`src/jia_pkg.sv`:
```
// shared types, operation codes and helpers for the integer alu
// used by jvm_integer_alu and jia_div_step
package jia_pkg;

  localparam logic [3:0] OP_ADD  = 4'd0;
  localparam logic [3:0] OP_SUB  = 4'd1;
  localparam logic [3:0] OP_MUL  = 4'd2;
  localparam logic [3:0] OP_DIV  = 4'd3;
  localparam logic [3:0] OP_REM  = 4'd4;
  localparam logic [3:0] OP_AND  = 4'd5;
  localparam logic [3:0] OP_OR   = 4'd6;
  localparam logic [3:0] OP_XOR  = 4'd7;
  localparam logic [3:0] OP_SHL  = 4'd8;
  localparam logic [3:0] OP_SHR  = 4'd9;
  localparam logic [3:0] OP_USHR = 4'd10;

  localparam logic [5:0] LONG_SHIFT_MASK = 6'h3F;
  localparam logic [5:0] INT_SHIFT_MASK  = 6'h1F;

  localparam int DIV_STEPS = 64;

  typedef struct packed {
    logic [63:0] rem;
    logic [63:0] quo;
    logic [63:0] dvs;
  } div_t;

  typedef struct packed {
    logic [3:0]  action;
    logic        is_long;
    logic        na;
    logic        nb;
    logic        dz;
    logic [63:0] res;
    logic [63:0] pp_lo;
    logic [31:0] pp_h1;
    logic [31:0] pp_h2;
    div_t        dv;
  } stage_t;

  function automatic logic [63:0] sext32(input logic [63:0] v);
    return {{32{v[31]}}, v[31:0]};
  endfunction

endpackage

```
`src/jia_div_step.sv`:
```
// one restoring divide step: one quotient bit per instance
// depends on jia_pkg
module jia_div_step (
  input  jia_pkg::div_t din,
  output jia_pkg::div_t dout
);
  import jia_pkg::*;

  logic [64:0] trial;

  assign trial = {din.rem, din.quo[63]} - {1'b0, din.dvs};

  always_comb begin
    dout.dvs = din.dvs;
    if (!trial[64]) begin
      dout.rem = trial[63:0];
      dout.quo = {din.quo[62:0], 1'b1};
    end else begin
      dout.rem = {din.rem[62:0], din.quo[63]};
      dout.quo = {din.quo[62:0], 1'b0};
    end
  end

endmodule

```
`config.mk`:
```
export PLATFORM = sky130hd
export DESIGN_NAME = jia_div_step
export DESIGN_NICKNAME = d
export VERILOG_FILES = /design/src/jia_pkg.sv /design/src/jia_div_step.sv
export SDC_FILE = /design/constraint.sdc
export NUM_CORES = 1
export LEC_CHECK = 0
export BUFFER_PORTS_ARGS = -buffer_cell sky130_fd_sc_hd__buf_2
export CAP_MARGIN = 10
export CORE_AREA = 10 10 141 143
export DETAILED_ROUTE_END_ITERATION = 6
export DIE_AREA = 0 0 151 153
export GPL_ROUTABILITY_DRIVEN = 0
export PLACE_DENSITY = 0.69
export SLEW_MARGIN = 20
export SYNTH_ARGS = -nofsm -noshare
export SYNTH_HDL_FRONTEND = slang
export SYNTH_SLANG_ARGS = --single-unit
```
`constraint.sdc`:
```
create_clock -name vclk -period 12.74
set_input_delay 3.185 -clock vclk [all_inputs]
set_output_delay 3.185 -clock vclk [all_outputs]
set_load 0.01 [all_outputs]
```
==> metrics, run 1 <==
status complete, no violations; syn avg cell area 7.212 sq um; slowest cell on the critical path buf_4; # port buffers 258; area grow syn2layout 6.886%; Syn Std Cell Area 6123 sq um; seq_cells 0; crit path cell chain buf_2 -> ha_1 -> fa_1 -> and2b_1 -> o211ai_1 -> a31o_1 -> o21ai_2 -> a41oi_2 -> a211o_1 -> a21oi_2 -> o21ba_2 -> nor3_4 -> inv_4 -> buf_4 -> mux2_4 -> buf_2; # DRC 0; CP dominant cell by count buf_2; Final setup viols 0; ant diodes 0; Setup TNS 0 ns; Max Clk Rate 95.28 MHz; vias per inst 5.243; die height 153 um; fillers 1867; post-route ant nets 0; Worst EP required 9.55 ns; non-filler instance count after layout 1167; Top delay family on crit path compound AO/OA/AOI/OAI gates; DP HPWL 18300 um; crit start category input pin; Ys Warns 0; die area 23100 sq um; pwr dens 66.23 nW/um^2; worst path bufs/invs 4; grt ovf 0; CP Data Arrival Time 7.31 ns; Max transition margin 0.5240; crit-path max cell delay 0.56 ns; drt pass-1 iters 5; Post-synth top cells buf_4 (127), a21oi_1 (84), inv_1 (84); Core Util, Final 0.3837; layout cell share with drive strength beyond 1 0.3524; initial antenna violation count 0; CLK BUF 0; Tmin final 10.50 ns; Crit Path Class in -> out; Placed Instances 1167; worst-margin pin slew 0.7074 ns; first-pass GRT wire length 31430 um; Initial Utilization 0.3590; cts repair resizes 0; most common cell in the netlist buf_4; Tot GR Track Use 0.1602; largest net degree at the start of global routing 36; cell taking the most area after synthesis buf_4; RSZ-0062 raised after global routing false; Hold Violations, Final 0; top cells by area, synth buf_4 (16%), mux2_4 (14%), ha_1 (13%); Mapped Nets 1106; DR iter-0 viols 328; Cells after Synth 849; post-synthesis cell type count 62; max cap viols 0; Pins Over Slew Limit 0; Setup crit end kind primary output; Synth top area share 0.1557; CORE AREA 17060 sq um; register area share after synthesis 0; Worst Path Max Fanout 35; leak pwr 0.003548 uW; number of nets in the layout 1201; crit share post-route 0.8238; via count 6118; DRT Wirelength 20450 um; Hold/Removal Path Class in -> out; die width 151 um; cts hold-fix bufs 0; post-DR wirelength/cell 17.53 um; io pins 384; vias in the first global route 6120; row count 48; Max IR drop VDD 0.04467 mV; Post-CTS Setup Bufs 0; register area 0 sq um
cells by family (layout without fill, tap and decap cells):
family,after synthesis,in the layout,share of synthesized area
XOR/XNOR,60,60,0.08582
AND/OR/NAND/NOR,174,174,0.1412
buffers and inverters,251,344,0.2417
multiplexers,65,65,0.1551
adder cells (fa/ha/maj),65,65,0.1340
AO/OA/AOI/OAI,234,234,0.2421
final cells by class:
cell class | count | area (sq um) | share of cell area
multi-input combinational | 598 | 4643 | 0.7094
timing repair buffer | 259 | 1299 | 0.1984
inverter | 85 | 321.6 | 0.04913
tap | 225 | 281.5 | 0.04301
where the power goes:
part,switching [uW],internal (uW)
registers,0,0
logic,230,203
clock network,0,0
total,230,203
cells in the final DEF (no fill, tap or decap), types with 3 or more instances in the layout:
master / netlist / layout
a21oi_1: 84 / 84
nand2b_1: 4 / 4
inv_1: 84 / 84
a211oi_1: 11 / 11
o31ai_1: 5 / 5
a31oi_1: 12 / 12
nor3_1: 14 / 14
o21bai_1: 9 / 9
mux2i_1: 3 / 3
xnor2_1: 36 / 36
or3_1: 3 / 3
a22oi_1: 3 / 3
mux2_2: 3 / 3
nand4_1: 18 / 18
nor2_1: 32 / 32
a21boi_0: 3 / 3
buf_2: 13 / 258
nand3_1: 16 / 16
nand2_1: 56 / 56
ha_1: 64 / 64
o21ai_0: 40 / 40
nor2b_1: 5 / 5
o211ai_1: 8 / 8
and3_1: 10 / 10
o21a_1: 6 / 6
a21o_1: 29 / 29
nor4_1: 5 / 5
o221ai_1: 3 / 3
xor2_1: 24 / 24
mux2_4: 59 / 59
through the flow:
step	setup WS [ns]	hold WS (ns)	area (sq um)	power, uW
2_1_floorplan	3.492	6.462	6123	337.8
3_3_place_gp	2.334	6.370	6545	431.9
3_5_place_dp	2.231	6.370	6545	434.1
4_1_cts	2.222	6.370	6545	436.3
5_1_grt	1.977	6.370	6545	474.5
6_report	2.245	6.370	6545	433.5
per-layer routing:
metal  GRT usage  up-vias  share of wire
met5           0        -              0
met4     0.02522        0          0.015
met3     0.03336       28          0.091
met2      0.2857      287           0.49
met1      0.1937     2750           0.40
li1            -     3053              -
final timing paths:
check	to	cells after the start	slack (ns)	start
setup / recovery	dout[182]	16	2.24	din[0]
hold / removal	dout[111]	0	6.37	din[110]
(Power assumes the default switching activity.)
==> inputs of run 2 (changes only) <==
Clock period 12.74 ns to 10.6 ns, I/O delays scaled along.
==> run 2 against run 1 <==
  * Core utilization rose by 0.073 points
  * Wire length fell by 0.23%
  * Total power rose by 20%
  * Sequential cell count stayed put
  * Via count shrank 0.46%
  * Setup slack worse by 0.79 ns
  * Non-clock buffer count stayed put
  * Cell area grew 0.19%
  * Global-route usage rose by 0.14 points
==> metrics, run 2 (synthesized netlist as in run 1, its figures left out) <==
post-route ant nets 0 (unchanged); wl on met1 8083 um (was 8243 um); die height 153 um (unchanged); Power, Total 522.1 uW (was 433.5 uW); cts repair resizes 0 (unchanged); crit path cell chain buf_2 -> ha_1 -> fa_1 -> and2b_1 -> o211ai_1 -> a31o_1 -> o21ai_2 -> a41oi_2 -> a211o_1 -> a21oi_2 -> o21ba_2 -> nor3_4 -> inv_4 -> buf_12 -> mux2_2 -> buf_2 (was buf_2 -> ha_1 -> fa_1 -> and2b_1 -> o211ai_1 -> a31o_1 -> o21ai_2 -> a41oi_2 -> a211o_1 -> a21oi_2 -> o21ba_2 -> nor3_4 -> inv_4 -> buf_4 -> mux2_4 -> buf_2); max cap viols 0 (unchanged); vias in the first global route 6151 (was 6120); drt pass-1 iters 5 (unchanged); Tot GR Track Use 0.1616 (was 0.1602); Post-CTS Setup Bufs 0 (unchanged); CP Data Arrival Time 6.50 ns (was 7.31 ns); Hold Path Depth 0 (unchanged); commonest cells after routing, fill and taps aside buf_2 (258), inv_1 (84), a21oi_1 (84) (unchanged); Max IR drop VDD 0.05846 mV (was 0.04467 mV); Hold/Removal Path Class in -> out (unchanged); Max Clk Rate 109.3 MHz; status complete, no violations (unchanged); Tmin final 9.150 ns; Worst EP required 7.95 ns (was 9.55 ns); Crit Path Class in -> out (unchanged); via count 6090 (was 6118); final instance area 6558 sq um (was 6545 sq um); RSZ-0062 raised after global routing false (unchanged); first-pass GRT wire length 31470 um (was 31430 um); row count 48 (unchanged); io pins 384 (unchanged); most common cell after layout, fill and taps aside buf_2 (unchanged); die area 23100 sq um (unchanged); initial antenna violation count 0 (unchanged); CP dominant cell by count buf_2 (unchanged); DP HPWL 18260 um (was 18300 um); Top delay family on crit path compound AO/OA/AOI/OAI gates (unchanged); DRT Wirelength 20410 um (was 20450 um); leak pwr 0.003552 uW (was 0.003548 uW); slowest cell on the critical path fa_1 (was buf_4); Setup crit end kind primary output (unchanged); Final setup viols 0 (unchanged); Setup TNS 0 ns (unchanged); area grow syn2layout 7.090% (was 6.886%); Max transition margin 0.5229 (was 0.5240); seq_cells 0 (unchanged); crit start category input pin (unchanged); DP Worst Slack 1.425 ns (was 2.231 ns); post-DR wirelength/cell 17.49 um (was 17.53 um); cts hold-fix bufs 0 (unchanged); die width 151 um (unchanged); Worst Path Max Fanout 36 (was 35); vias per inst 5.219 (was 5.243); Max Used Layer met4 (unchanged); Initial Utilization 0.3590 (unchanged); Placed Instances 1167 (unchanged); grt ovf 0 (unchanged); register area 0 sq um (unchanged); hold worst-path end dout[111] (unchanged); DR WL met3 2107 um (was 1868 um); fin worst setup slack 1.450 ns (was 2.245 ns); worst hold start din[110] (unchanged); crit share post-route 0.8632; ant diodes 0 (unchanged); Pins Over Slew Limit 0 (unchanged); CORE AREA 17060 sq um (unchanged); non-filler instance count after layout 1167 (unchanged); # DRC 0 (unchanged); layout cell share with drive strength beyond 1 0.3524 (unchanged); worst path bufs/invs 4 (unchanged); crit-path max cell delay 0.40 ns (was 0.56 ns); met2 wire length 9967 um (was 10030 um); # port buffers 258 (unchanged); worst-margin pin slew 0.7090 ns (was 0.7074 ns); Hold Violations, Final 0 (unchanged); Post-DP Area 6558 sq um (was 6545 sq um); number of nets in the layout 1201 (unchanged); pwr dens 79.62 nW/um^2 (was 66.23 nW/um^2); CLK BUF 0 (unchanged); largest net degree at the start of global routing 37 (was 36); DR iter-0 viols 300 (was 328)
[run 2: cell counts in the layout (fill, tap and decap cells not counted)]
Identical to the previous run, type by type.
[run 2: cell type report]
class                           instances  area [sq um]
Fill cell                            1827         10500
Inverter                               85         321.6
Multi-Input combinational cell        598          4643
Tap cell                              225         281.5
Timing Repair Buffer                  259          1311
[run 2: metal layers]
layer	track usage	vias up
li1	-	3056
met3	0.03454	20
met5	0	-
met4	0.01926	0
met1	0.1911	2728
met2	0.2955	286
[run 2: worst max path at each step]
stage,start,endpoint,slack [ns],depth (start not counted)
global placement,din[0],dout[191],1.55,16
finish,din[0],dout[131],1.45,16
floorplan,din[127],dout[182],2.42,15
global route,din[127],dout[191],1.24,17
CTS,din[0],dout[131],1.42,16
detailed placement,din[0],dout[131],1.43,16
[run 2: report_power, final]
part	switching, uW	internal [uW]	leakage (uW)	total (uW)
clock	0	0	0	0
sequential	0	0	0	0
combinational	276	246	0.00355	522
[run 2: per-stage QoR]
step	utilization	hold slack, ns
finish	0.3845	5.300
global route	0.3845	5.300
CTS	0.3845	5.300
detailed placement	0.3845	5.300
global placement	0.3845	5.300
floorplan	-	5.392
==> inputs of run 3 (changes only) <==
Settings changed: MAX_ROUTING_LAYER set to met4, SLEW_MARGIN 20 to not set.
==> run 3 against run 2 <==
  * Cell area unchanged
  * Non-clock buffer count unchanged
  * Cell count unchanged
  * Setup slack worse by 0.0053 ns
  * Via count about the same
  * Critical path depth unchanged
  * Critical path type unchanged
==> metrics, run 3 (synthesized netlist as in run 1, its figures left out) <==
post-route ant nets 0 (unchanged); via count 6087 (was 6090); die height 153 um (unchanged); Crit Path Class in -> out (unchanged); Max IR drop VDD 0.05795 mV (was 0.05846 mV); Max transition margin 0.5258 (was 0.5229); CLK BUF 0 (unchanged); DRT Wirelength 20400 um (was 20410 um); drt pass-1 iters 5 (unchanged); vias in the first global route 6156 (was 6151); crit path cell chain buf_2 -> ha_1 -> fa_1 -> and2b_1 -> o211ai_1 -> a31o_1 -> o21ai_2 -> a41oi_2 -> a211o_1 -> a21oi_2 -> o21ba_2 -> nor3_4 -> inv_4 -> buf_12 -> mux2_2 -> buf_2 (unchanged); hold_ws 5.300 ns (unchanged); Worst EP required 7.95 ns (about the same); status complete, no violations (unchanged); cts repair resizes 0 (unchanged); vias per inst 5.216 (was 5.219); Hold Violations, Final 0 (unchanged); first-pass GRT wire length 31450 um (was 31470 um); grt ovf 0 (unchanged); max cap viols 0 (unchanged); Setup crit end kind primary output (unchanged); Pins Over Slew Limit 0 (unchanged); ant diodes 0 (unchanged); crit share post-route 0.8637 (was 0.8632); slowest cell on the critical path fa_1 (unchanged); CP dominant cell by count buf_2 (unchanged); Top delay family on crit path compound AO/OA/AOI/OAI gates (unchanged); Setup TNS 0 ns (unchanged); CORE AREA 17060 sq um (unchanged); commonest cells after routing, fill and taps aside buf_2 (258), inv_1 (84), a21oi_1 (84) (unchanged); DP HPWL 18260 um (unchanged); Initial Utilization 0.3590 (unchanged); Tmin final 9.155 ns (was 9.150 ns); worst path bufs/invs 4 (unchanged); Placed Instances 1167 (unchanged); area grow syn2layout 7.090% (unchanged); cts hold-fix bufs 0 (unchanged); crit-path max cell delay 0.40 ns (about the same); fillers 1827 (unchanged); layout cell share with drive strength beyond 1 0.3524 (unchanged); CP Data Arrival Time 6.51 ns (was 6.50 ns); number of nets in the layout 1201 (unchanged); # port buffers 258 (unchanged); Max Clk Rate 109.2 MHz (was 109.3 MHz); post-DR wirelength/cell 17.48 um (was 17.49 um); row count 48 (unchanged); DR iter-0 viols 304 (was 300); seq_cells 0 (unchanged); pwr dens 79.64 nW/um^2 (was 79.62 nW/um^2); initial antenna violation count 0 (unchanged); worst-margin pin slew 0.7048 ns (was 0.7090 ns); die area 23100 sq um (unchanged); Worst Path Max Fanout 36 (unchanged); Hold/Removal Path Class in -> out (unchanged); # DRC 0 (unchanged); register area 0 sq um (unchanged); most common cell after layout, fill and taps aside buf_2 (unchanged); largest net degree at the start of global routing 37 (unchanged); leak pwr 0.003552 uW (unchanged); Final setup viols 0 (unchanged); crit start category input pin (unchanged); non-filler instance count after layout 1167 (unchanged); Post-CTS Setup Bufs 0 (unchanged); Tot GR Track Use 0.1660 (was 0.1616); die width 151 um (unchanged); io pins 384 (unchanged); RSZ-0062 raised after global routing false (unchanged)
[run 3: layer usage]
layer	routed length, um	part of all wire	global-route usage	up-vias
li1	-	-	-	3054
met1	8258	0.40	0.1960	2720
met2	10020	0.49	0.2955	293
met3	1874	0.092	0.02628	20
met4	247	0.012	0.01926	0
met5	0	0	-	-
[run 3: path summary, 6_finish.rpt]
check | start | to | slack [ns] | cells after the start
min | din[110] | dout[111] | 5.30 | 0
max | din[0] | dout[131] | 1.44 | 16
[run 3: area by class of cell]
cell class	instances	area, sq um	area share
multi-input combinational	598	4643	0.7081
timing repair buffer	259	1311	0.2000
inverter	85	321.6	0.04904
tap	225	281.5	0.04293
[run 3: where the power goes]
group	switching (uW)	internal, uW
combinational	276	246
sequential	0	0
clock	0	0
total	276	246
[run 3: stage by stage]
step / area (sq um) / setup WS, ns / utilization / power (uW)
3_5_place_dp: 6558 / 1.425 / 0.3845 / 523.6
4_1_cts: 6558 / 1.418 / 0.3845 / 526.3
5_1_grt: 6558 / 1.243 / 0.3845 / 571.5
3_3_place_gp: 6558 / 1.549 / 0.3845 / 521.6
6_report: 6558 / 1.445 / 0.3845 / 522.3
2_1_floorplan: 6123 / 2.422 / - / 406.0
